==> config.mk <==
export PLATFORM = sky130hd
export DESIGN_NAME = plids_first
export DESIGN_NICKNAME = d
export VERILOG_FILES = /design/src/rtl/plids_first.sv
export SDC_FILE = /design/constraint.sdc
export NUM_CORES = 1
export LEC_CHECK = 0
export BUFFER_PORTS_ARGS = -buffer_cell sky130_fd_sc_hd__buf_2
export CELL_PAD_IN_SITES_DETAIL_PLACEMENT = 1
export CELL_PAD_IN_SITES_GLOBAL_PLACEMENT = 1
export CORE_AREA = 2 2 39 41
export DETAILED_ROUTE_END_ITERATION = 7
export DIE_AREA = 0 0 41 43
export GPL_TIMING_DRIVEN = 0
export PLACE_DENSITY_LB_ADDON = 0.1
export SLEW_MARGIN = 30
export SYNTH_ARGS = -nofsm -noshare
export SYNTH_HDL_FRONTEND = slang
export SYNTH_SLANG_ARGS = --single-unit
==> constraint.sdc <==
create_clock -name vclk -period 0.8
set_input_delay 0.08 -clock vclk [all_inputs]
set_output_delay 0.08 -clock vclk [all_outputs]
set_load 0.03 [all_outputs]
==> src/rtl/plids_first.sv <==
// ----------------------------------------------------------------------------
// Positional list first-match encoder
// Finds the lowest set bit of a small vector and reports its index.
// ----------------------------------------------------------------------------
module plids_first #(
	parameter int N = 16
) (
	input  logic [N-1:0]                    bits,
	output logic                            hit,
	output logic [((N > 1) ? $clog2(N) : 1)-1:0] idx
);

	localparam int IW = (N > 1) ? $clog2(N) : 1;

	// Scan from the top so that the lowest set bit wins.
	always_comb begin
		idx = '0;
		for (int i = N - 1; i >= 0; i--) begin
			if (bits[i]) begin
				idx = IW'(i);
			end
		end
	end

	assign hit = |bits;

endmodule

==> results list <==
* Result of the run: complete, but fails checks
- The final reports fail on setup timing.
* Post-Syn Nets: 50
* Vias per inst: 4.63
- Area used by sequential logic in the layout: 0 sq um
- The first routing iteration left 0 violations.
- Starting density of the core: 12.7%
* Remaining design rule violation count: 0
- For this design the ratio of total power to cell area is 457 mW/mm^2.
* Chain of cells forming the critical path: buf_8 -> nor4_4 -> nand3_2 -> or3_4 -> buf_6
* Total congestion overflow: 0
- Number of distinct library cells after synthesis: 17
* Post-synthesis share of cell area spent on and, or, nand and nor gates: 58.9%
* Slew of the pin with the lowest slew margin: 0.283 ns
- Detailed placement finished with a half-perimeter wire length of 657 um.
- The critical path is of the input port to primary output type.
- The repair_antennas step left the layout with diodes totalling 0.
- The die is 43 um tall.
- Entering global routing, the biggest net connects 5 pins.
- Dominant combinational cell family by area after synthesis: simple AND/OR/NAND/NOR gates
- Across the run, the number of max-cap violations was 0.
- Summing over every cut layer, the via total after detailed routing is 338.
- The design has 0 sequential cells.
* Post-Syn Area per Cell: 5.19 sq um
- Worst setup slack before clock tree synthesis: -0.443 ns
* Relative contribution of sequential cells to total power: 0%
* Final Slew Violations: 0
- Highest cell delay on the worst timing path: 0.34 ns
* Die area: 0.00176 sq mm
- Via count of the first global-routing pass: 338
* Fmax: 869 MHz
- Combinational cells account for 100.0% of the total power.
- The first global-routing pass estimated 1.28 mm of wire.
- Of the total power, the share spent switching nets is 50.1%.
* Top-Level Pins: 21
- Compared with the post-synthesis result, the final layout area differs by 197%.
- Synthesized-area fraction occupied by xor and xnor cells: 0%
- Number of antenna violations at the first check in global routing: 0
* Count of nets after finishing: 75
- Placeable core area: 0.00138 sq mm
- After Yosys synthesis, full adders, half adders and majority gates account for 0% of the synthesized area.
* Clock share of power: 0%
* Share of final-layout standard cells stronger than drive strength 1: 70.2%
- In the finished design, the share of the clock period the worst path needs comes to 144%.
* Remaining number of nets flagged by the antenna check after routing: 0
* Number of endpoints with negative hold slack in the final report: 0
* Total detailed-routing wirelength: 789 um
- For this design the total switching power over the nets is 0.000120 W.
* Mapped Area: 176 sq um
* Gate count after technology mapping: 34
- Buffers inserted to repair hold after CTS numbered 0.
- In the final routed layout, each cell accounts on average for 10.8 um.
* Headroom to the max-slew limit: 81.0%
- The layout has 0 clock buffers.
- From left edge to right edge, the die measures 41 um.
- For this run, the detailed router's first-pass iteration total came to 1.
- Crit-path leading delay family: simple AND/OR/NAND/NOR gates
- Global routing used 9.69% of the available tracks across all layers.
* Final number of setup-violating endpoints: 5
* Post-layout worst setup margin: -0.351 ns
* Cell with the biggest individual delay on the critical path: sky130_fd_sc_hd__or3_4
* Unrepaired setup endpoints after global routing: true
- The smallest clock period supported by the final layout is computed as 1.15 ns.
* Data arrival time of the critical path: 1.07 ns
- The initialized floorplan defines 14 standard-cell rows.
* Required time of the critical path: 0.72 ns
- The worst setup path is captured at a primary output.
- LEAKAGE: 0.199 nW
- The internal portion of the total power is 0.000120 W.
- Final TNS setup: -1.19 ns
- Final estimated routing congestion in global placement: 0.578
- Fraction of synthesized area in multiplexers: 0%
- Post-synthesis compound-gate area fraction: 34.8%
- Kind of start point of the critical path: input port
* Number of port buffers: 21
* Share of synthesized area occupied by flip-flops and latches: 0%
- Syn. warnings: 0
- Crit-path max FO: 2
- Min-delay worst type: input port to primary output
- The critical path contains buffers and inverters numbering 2 combined.
- Maximum VDD drop: 0.181 mV
metal layers:
metal	track usage (%)	up-vias	routed length [um]
li1	-	171	-
met3	0	0	60
met2	18.1	13	452
met4	0	0	0
met5	0	-	0
met1	12.3	154	276
synth_stat cells, drive strengths merged:
master / instances / share of area [%]
o21ai: 2 / 5.7
a21oi: 3 / 8.5
nor4: 2 / 11
or3: 1 / 3.5
nor3: 1 / 2.8
nand3: 2 / 5.7
o311a: 1 / 5.7
inv: 3 / 6.4
nand2: 5 / 11
nand2b: 1 / 3.5
o22ai: 1 / 3.5
a31oi: 2 / 7.1
o31ai: 1 / 4.3
nor2: 8 / 18
and3: 1 / 3.5
area by class of cell:
| class | instances | area, sq um |
|---|---|---|
| inverter | 3 | 16.3 |
| fill | 167 | 860 |
| timing repair buffer | 23 | 213 |
| multi-input combinational | 31 | 275 |
| tap | 16 | 20.0 |
what timing repair did:
action | in CTS | in global routing
hold endpoints to repair | 0 | 0
setup buffers | 2 | 0
gates resized for setup | 39 | 8
setup endpoints to repair | 5 | 5
pin swaps | 7 | 4
kinds of logic after synthesis:
kind of cell	Yosys count
AND/OR/NAND/NOR	21
buffers and inverters	3
AO/OA/AOI/OAI	10
cell usage in the layout, fill, tap and decap left out:
master                     instances
sky130_fd_sc_hd__nor2_4            3
sky130_fd_sc_hd__nand3_2           1
sky130_fd_sc_hd__a31oi_4           1
sky130_fd_sc_hd__buf_8             4
sky130_fd_sc_hd__and3_4            1
sky130_fd_sc_hd__nand2b_1          1
sky130_fd_sc_hd__or3_4             1
sky130_fd_sc_hd__inv_1             2
sky130_fd_sc_hd__o21ai_1           2
sky130_fd_sc_hd__a21oi_2           1
sky130_fd_sc_hd__a21oi_1           2
sky130_fd_sc_hd__o31ai_2           1
sky130_fd_sc_hd__nor3_1            1
sky130_fd_sc_hd__nor2_2            3
sky130_fd_sc_hd__nor2_1            2
sky130_fd_sc_hd__clkinv_4          1
sky130_fd_sc_hd__buf_6             6
sky130_fd_sc_hd__a31oi_2           1
sky130_fd_sc_hd__buf_2            10
sky130_fd_sc_hd__buf_4             2
sky130_fd_sc_hd__o22ai_4           1
sky130_fd_sc_hd__buf_12            1
sky130_fd_sc_hd__nand2_1           5
sky130_fd_sc_hd__nand3_1           1
sky130_fd_sc_hd__o311a_1           1
sky130_fd_sc_hd__nor4_4            2
worst min-delay path, stage by stage:
cell and delay (ns):
sky130_fd_sc_hd__buf_2 0.13, sky130_fd_sc_hd__o22ai_4 0.07, sky130_fd_sc_hd__buf_6 0.13
power groups by stage:
| stage | sequential (W) | clock [W] | combinational, W |
|---|---|---|---|
| 5_1_grt | 0 | 0 | 0.000258 |
| 4_1_cts | 0 | 0 | 0.000227 |
| 3_3_place_gp | 0 | 0 | 0.000160 |
| 2_1_floorplan | 0 | 0 | 0.0000763 |
| 6_report | 0 | 0 | 0.000240 |
| 3_5_place_dp | 0 | 0 | 0.000159 |
worst paths after layout:
| kind | from | end | slack (ns) | depth (start not counted) |
|---|---|---|---|---|
| max | bits[5] | hit | -0.35 | 5 |
| min | bits[0] | idx[0] | 0.49 | 3 |
stage by stage:
stage	utilization, %	cells	hold WS (ns)	area (sq um)	total power (W)
after global routing	37.9	73	0.506	524	0.000258
after floorplan	-	34	0.240	224	0.0000763
final	37.9	73	0.489	524	0.000240
after global placement	25.2	71	0.512	349	0.000160
after CTS	36.2	73	0.483	500	0.000227
after detailed placement	25.2	71	0.514	349	0.000159
No activity file was read; power rests on OpenSTA's default activity.
