==> src/rtl/plids_pkg.sv <==
// ----------------------------------------------------------------------------
// Positional list package
// Transfer types, request codes and per-cell control used across the list.
// ----------------------------------------------------------------------------
package plids_pkg;

	// Request codes.
	localparam logic [1:0] REQ_INSERT = 2'd0;
	localparam logic [1:0] REQ_DELETE = 2'd1;
	localparam logic [1:0] REQ_LOCATE = 2'd2;

	// Number of match bits that one first-match encoder covers.
	localparam int GROUP_SIZE = 16;

	// One request transfer.
	typedef struct packed {
		logic [1:0]         req_type;
		logic [7:0]         position;
		logic signed [31:0] value;
	} req_t;

	// One result transfer.
	typedef struct packed {
		logic       ok;
		logic [7:0] found_position;
		logic [7:0] list_length;
	} rsp_t;

	// Per-cell control for one request.
	typedef struct packed {
		logic load;       // take the broadcast value
		logic from_left;  // take the lower neighbor's entry
		logic from_right; // take the upper neighbor's entry
		logic compare;    // compare the held entry with the broadcast value
	} cell_cmd_t;

endpackage

==> src/rtl/plids_cell.sv <==
// ----------------------------------------------------------------------------
// Positional list cell
// Holds one list entry, shifts with its neighbors and compares for locate.
// ----------------------------------------------------------------------------
module plids_cell (
	input  logic                 clk,
	input  plids_pkg::cell_cmd_t cmd,
	input  logic signed [31:0]   value,
	input  logic signed [31:0]   left_data,
	input  logic signed [31:0]   right_data,
	output logic signed [31:0]   data,
	output logic                 match
);

	logic signed [31:0] entry_q;
	logic               match_q;

	// Entry update: load, shift up from below or shift down from above.
	always_ff @(posedge clk) begin
		if (cmd.load) begin
			entry_q <= value;
		end else if (cmd.from_left) begin
			entry_q <= left_data;
		end else if (cmd.from_right) begin
			entry_q <= right_data;
		end
	end

	// Registered compare against the entry held before this request.
	always_ff @(posedge clk) begin
		match_q <= cmd.compare && (entry_q == value);
	end

	assign data  = entry_q;
	assign match = match_q;

endmodule

==> config.mk <==
export PLATFORM = sky130hd
export DESIGN_NAME = plids_cell
export DESIGN_NICKNAME = d
export VERILOG_FILES = /design/src/rtl/plids_pkg.sv /design/src/rtl/plids_cell.sv
export SDC_FILE = /design/constraint.sdc
export NUM_CORES = 1
export LEC_CHECK = 0
export ABC_AREA = 1
export BUFFER_PORTS_ARGS = -buffer_cell sky130_fd_sc_hd__buf_2
export CAP_MARGIN = 20
export CORE_MARGIN = 2
export CORE_UTILIZATION = 30
export DETAILED_ROUTE_END_ITERATION = 6
export GPL_ROUTABILITY_DRIVEN = 0
export PLACE_DENSITY = 0.63
export SYNTH_ARGS = -nofsm -noshare
export SYNTH_HDL_FRONTEND = slang
export SYNTH_SLANG_ARGS = --single-unit
==> constraint.sdc <==
create_clock -name clk -period 3.5 [get_ports clk]
set_input_delay 0.525 -clock clk [delete_from_list [all_inputs] [get_ports clk]]
set_output_delay 0.525 -clock clk [all_outputs]
set_load 0.01 [all_outputs]
==> flow_summary.json, run 1 <==
{
  "drc": 0,
  "cts_buffers": 5,
  "antenna_found_initial": 0,
  "cp_top_family": "buffers and inverters",
  "max_freq_ghz": 0.491,
  "dr.pass1.iters": 4,
  "avgSynthCellArea_um2": 7.46,
  "crit_required_ns": 3.49,
  "cts_setup_buffers": 0,
  "die-area_um2": 8040,
  "sw_frac_of_total": 0.305,
  "ys_seq_elements": 33,
  "crit_chain": "buf_2 -> nor2_1 -> nand2_1 -> buf_12",
  "maxCapViolations": 0,
  "p_sw_uw": 330,
  "portBuffers": 133,
  "critPathKind": "in -> reg",
  "die_h_um": 89.7,
  "outcome": "finished clean",
  "cts_tree": "built",
  "die_x_um": 89.7,
  "holdWs_ns": 0.608,
  "p_total_mw": 1.08,
  "setup_tns_ns": 0,
  "worst-path-buf-inv": 2,
  "cp_slowest_cell": "nand2_1",
  "rows": 31,
  "drive_gt1_frac": 0.351,
  "fin_crit_ns": 2.04,
  "finalMaxSlewViolations": 0,
  "grt_pass1_vias": 2192,
  "boundaryPins": 134,
  "ctsResizeCount": 0,
  "leakage_nw": 1.57,
  "grt_pass1_wl_mm": 9.89,
  "cts_hold_buf": 0,
  "initial_core_util": 0.307,
  "ir_drop_uv": 154,
  "r2r_slack_ns": 2.39,
  "grt_use_total": 0.162,
  "timing.final.crit_share": 0.581,
  "clock-sinks": 33,
  "postPlaceCellArea_um2": 2920,
  "finalHoldViolCount": 0,
  "ant_nets": 0,
  "synthesis.instances": 295,
  "startpoint_type": "input pin",
  "pre_cts_slack_ns": 1.16,
  "worst_slack_ns": 1.46,
  "via_per_inst": 4.59,
  "cellPowerDensity_nw_per_um2": 359,
  "clock-skew-final_ns": 0.00351,
  "htree_levels": 2,
  "slew_headroom": 0.501,
  "antenna_cells": 0,
  "postSynthNetCount": 396,
  "cts-root-buf": "clkbuf_8",
  "clk_latency_ns": 0.28,
  "cp_max_fo": 34,
  "setup_viol": 0,
  "final_cell_area_um2": 3010,
  "worst-endpoint-arrival_ns": 2.02,
  "syn2layout_area_growth_pct": 36.6,
  "grt_overflow_total": 0,
  "combinationalPowerShare": 0.268,
  "hpwl_mm": 5.32,
  "vias": 2400,
  "drt-wirelength-per-cell_um": 13.0,
  "ys_warn_count": 0,
  "hp-class": "in -> reg",
  "clk_transition_reported_paths_ns": 0.07,
  "grt_max_degree": 53,
  "core_area_um2": 7180,
  "seq_power_share": 0.482,
  "crit_path_max_incr_delay_ns": 0.58,
  "internal_power_uw": 751,
  "syn_area_um2": 2200,
  "drt-total-wl_mm": 6.81,
  "drtIter0Drc": 124,
  "ys_seq_area_frac": 0.446,
  "netlist-cell-type-count": 19,
  "clkPwrFrac": 0.250,
  "endpoint_kind": "register",
  "rsz0062_at_grt": "false",
  "nNetsFinal": 524,
  "worstMarginPinSlew_ns": 0.746,
  "cts.path.max_buffers": 2
}
[cells by family after synthesis]
kind of cell	count (synthesis)	synth area share
xor gates and xnor gates	9	0.0358
and+or+nand+nor	126	0.217
buffers and inverters	55	0.113
DFF	33	0.446
AOI/OAI and AO/OA	72	0.189
[metal layers]
metal  vias to the layer above  track usage  wire, um
met5                         -            0         0
met4                         0       0.0461        96
met1                      1062        0.204      3020
met3                        11       0.0448       614
li1                       1217            -         -
met2                       110        0.273      3080
[worst min-delay path: stages]
cell,delay [ns]
buf_2,0.09
nor2_1,0.04
a21oi_1,0.10
[power groups by stage]
stage          sequential [mW]  combinational, mW  clock (mW)
2_1_floorplan            0.545              0.137           0
3_3_place_gp             0.528              0.287           0
3_5_place_dp             0.527              0.292           0
4_1_cts                  0.521              0.292       0.277
5_1_grt                  0.527              0.326       0.295
6_report                 0.520              0.290       0.270
[path summary, 6_finish.rpt]
| path | cells after the start | startpoint | to |
|---|---|---|---|
| max reg2reg | 7 | data[24] | match |
| max | 4 | cmd[2] | data[28] |
| min | 3 | value[12] | data[12] |
| min reg2reg | 5 | data[31] | match |
[placed cells by master (no fill, tap or decap)]
master      n
a21oi_1    45
a22oi_1    20
buf_12      1
buf_2     133
buf_4       1
clkbuf_8    5
clkinv_1    2
clkinv_2    2
dfxtp_1     1
edfxtp_1   32
inv_1      33
inv_2       7
nand2_1    92
nand3_1     2
nor2_1     31
nor3_1      1
o211ai_1    2
o21ai_0     1
o21ai_1     4
xnor2_1     6
xor2_1      3
[metrics by stage]
step | cells | utilization
floorplan | 295 | -
finish | 523 | 0.419
detailed placement | 515 | 0.407
global route | 523 | 0.419
CTS | 523 | 0.419
global placement | 515 | 0.407
[sequential cells by signal, indices dropped and copies added, names as in the netlist]
signal	flops
match	1
data	32
[Yosys cell counts]
cell / count / area [um2]
a21oi_1: 45 / 225
a22oi_1: 20 / 150
buf_2: 9 / 45.0
buf_4: 2 / 15.0
buf_6: 3 / 33.8
clkinv_2: 1 / 5.00
dfxtp_1: 1 / 20.0
edfxtp_1: 32 / 961
inv_1: 33 / 124
inv_2: 7 / 26.3
nand2_1: 92 / 345
nand3_1: 2 / 10.0
nor2_1: 31 / 116
nor3_1: 1 / 5.00
o211ai_1: 2 / 15.0
o21ai_0: 1 / 5.00
o21ai_1: 4 / 20.0
xnor2_1: 6 / 52.6
xor2_1: 3 / 26.3
[area by class of cell]
type	count	area, um2
tap	99	124
inverter	41	155
clock inverter	3	12.5
sequential	33	981
fill	733	4170
timing repair buffer	135	693
clock buffer	5	68.8
multi-input combinational	207	971
No activity file was read; power rests on OpenSTA's default activity.
==> inputs of run 2 (changes only) <==
Settings changed: ABC_AREA 1 to 0, PLACE_DENSITY 0.63 to 0.65.
Clock period 3.5 ns to 1.9 ns, I/O delays scaled along.
==> flow_summary.json, run 2 <==
{
  "core_area_um2": 6390,
  "worstMarginPinSlew_ns": 0.425,
  "synth_edf_count": 32,
  "rows": 29,
  "ir_drop_uv": 305,
  "dpl.cell_count": 389,
  "synthesis.instances": 185,
  "cts_buffers": 5,
  "startpoint_type": "register",
  "crit_chain": "xor2_1 -> nor4_1 -> nand4_1 -> nor4_2",
  "critPathKind": "reg -> reg",
  "whs_path_depth": 3,
  "fin_crit_ns": 1.50,
  "nNetsFinal": 420,
  "grt_pass1_vias": 1768,
  "slew_headroom": 0.714,
  "cts.path.max_buffers": 2,
  "rr_startpoint": "data[8]",
  "cp_max_fo": 2,
  "endpoint_kind": "register",
  "maxCapViolations": 0,
  "die_h_um": 85.6,
  "boundaryPins": 134,
  "r2r_slack_ns": 0.40,
  "drt-wirelength-per-cell_um": 13.6,
  "synth_common_cells": "nand2_1, edfxtp_1, mux2i_1, o21ai_0, xor2_1",
  "ys_seq_area_frac": 0.491,
  "ant_nets": 0,
  "syn2layout_area_growth_pct": 42.8,
  "synth_area_leaders": "edfxtp_1, mux2i_1, xor2_1",
  "dr.pass1.iters": 4,
  "min_from": "value[17]",
  "grt_max_degree": 38,
  "setup_tns_ns": 0,
  "clock-sinks": 33,
  "setup_viol": 0,
  "antenna_cells": 0,
  "hpwl_mm": 4.29,
  "finalMaxSlewViolations": 0,
  "cts-root-buf": "clkbuf_8",
  "synth_top_area_frac": 0.481,
  "worst-endpoint-arrival_ns": 1.70,
  "hp-class": "in -> reg",
  "portBuffers": 133,
  "htree_levels": 2,
  "outcome": "finished clean",
  "via_per_inst": 4.52,
  "register_area_um2": 981,
  "ctsResizeCount": 0,
  "max_freq_ghz": 0.665,
  "grt_pass1_wl_mm": 8.49,
  "cellPowerDensity_nw_per_um2": 691,
  "rr_worst_depth": 4,
  "ys_warn_count": 0,
  "drtIter0Drc": 70,
  "clock-skew-final_ns": 0.00437,
  "synthFlopType": "edfxtp_1",
  "yosys.cell_count.top_type": "nand2_1",
  "clk_latency_ns": 0.28,
  "rsz0062_at_grt": "false",
  "clk_transition_reported_paths_ns": 0.07,
  "drive_gt1_frac": 0.456,
  "num-fill-cells": 648,
  "p_total_mw": 1.97,
  "final_common_cell": "buf_2",
  "final_cell_mix": "buf_2, nand2_1, mux2i_1, o21ai_0, edfxtp_1",
  "postPlaceCellArea_um2": 2760,
  "cts_hold_buf": 0,
  "worstReg2RegEnd": "match",
  "drt-total-wl_mm": 5.40,
  "die_x_um": 85.6,
  "vias": 1796,
  "syn_area_um2": 2000,
  "multiInputGateArea_um2": 967,
  "grt_overflow_total": 0,
  "cts_setup_buffers": 0,
  "final_cell_area_um2": 2850,
  "async_flop_share": 0,
  "die-area_um2": 7330,
  "crit_start": "data[8]",
  "postSynthNetCount": 286,
  "yosys.area.top_type": "edfxtp_1",
  "stdcell_count": 397,
  "netlist-cell-type-count": 17,
  "cp_slowest_cell": "nor4_1",
  "largest_reg_flops": 32,
  "avgSynthCellArea_um2": 10.8,
  "finalHoldViolCount": 0,
  "ys_seq_elements": 33,
  "crit_path_max_incr_delay_ns": 0.42,
  "initial_core_util": 0.313,
  "drc": 0,
  "antenna_found_initial": 0,
  "grt_use_total": 0.150,
  "cts_tree": "built",
  "cp-endpoint": "match",
  "timing.final.crit_share": 0.791,
  "crit_required_ns": 2.10,
  "leakage_nw": 1.39
}
==> run 2: worst min-delay path by stage <==
stage               endpoint  slack (ns)
floorplan           data[29]        0.47
global placement     data[9]        0.59
detailed placement  data[17]        0.60
CTS                 data[22]        0.30
global route        data[26]        0.31
finish              data[17]        0.31
==> run 2: cells by family (layout without fill, tap and decap cells) <==
family,after synthesis,count (layout),synth area share
buffers and inverters,12,147,0.0250
muxes,32,32,0.160
DFF,33,33,0.491
AOI/OAI and AO/OA,34,34,0.0920
xor gates and xnor gates,31,31,0.136
and+or+nand+nor,43,43,0.0958
==> run 2: metal layers <==
metal  vias up  track usage  part of all wire
met3         4       0.0414             0.068
met1       780        0.193              0.44
li1        936            -                 -
met4         0       0.0390            0.0072
met2        76        0.251              0.48
met5         -            0                 0
==> run 2: metrics by stage <==
step	utilization	hold slack, ns	setup slack [ns]
5_1_grt	0.447	0.309	0.314
4_1_cts	0.447	0.299	0.381
3_5_place_dp	0.433	0.597	0.383
3_3_place_gp	0.433	0.589	0.410
6_report	0.447	0.312	0.397
2_1_floorplan	-	0.472	0.216
==> run 2: final cells by class <==
| cell class | count | share of cell area |
|---|---|---|
| clock buffer | 8 | 0.0316 |
| inverter | 1 | 0.00132 |
| multi-input combinational | 140 | 0.339 |
| sequential | 33 | 0.344 |
| tap | 77 | 0.0338 |
| timing repair buffer | 138 | 0.251 |
==> run 2: worst max-delay path: cells and delay by family, from the launching register on <==
family | cells | cell delay [ns]
and+or+nand+nor | 3 | 0.85
DFF | 1 | 0.41
xor gates and xnor gates | 1 | 0.17
==> run 2: report_power, final <==
| part | switching (mW) | leakage (nW) | total, mW | internal (mW) |
|---|---|---|---|---|
| Combinational | 0.246 | 0.998 | 0.480 | 0.234 |
| Sequential | 0.0506 | 0.347 | 0.946 | 0.896 |
| Clock | 0.250 | 0.0455 | 0.546 | 0.296 |
| Total | 0.547 | 1.39 | 1.97 | 1.43 |
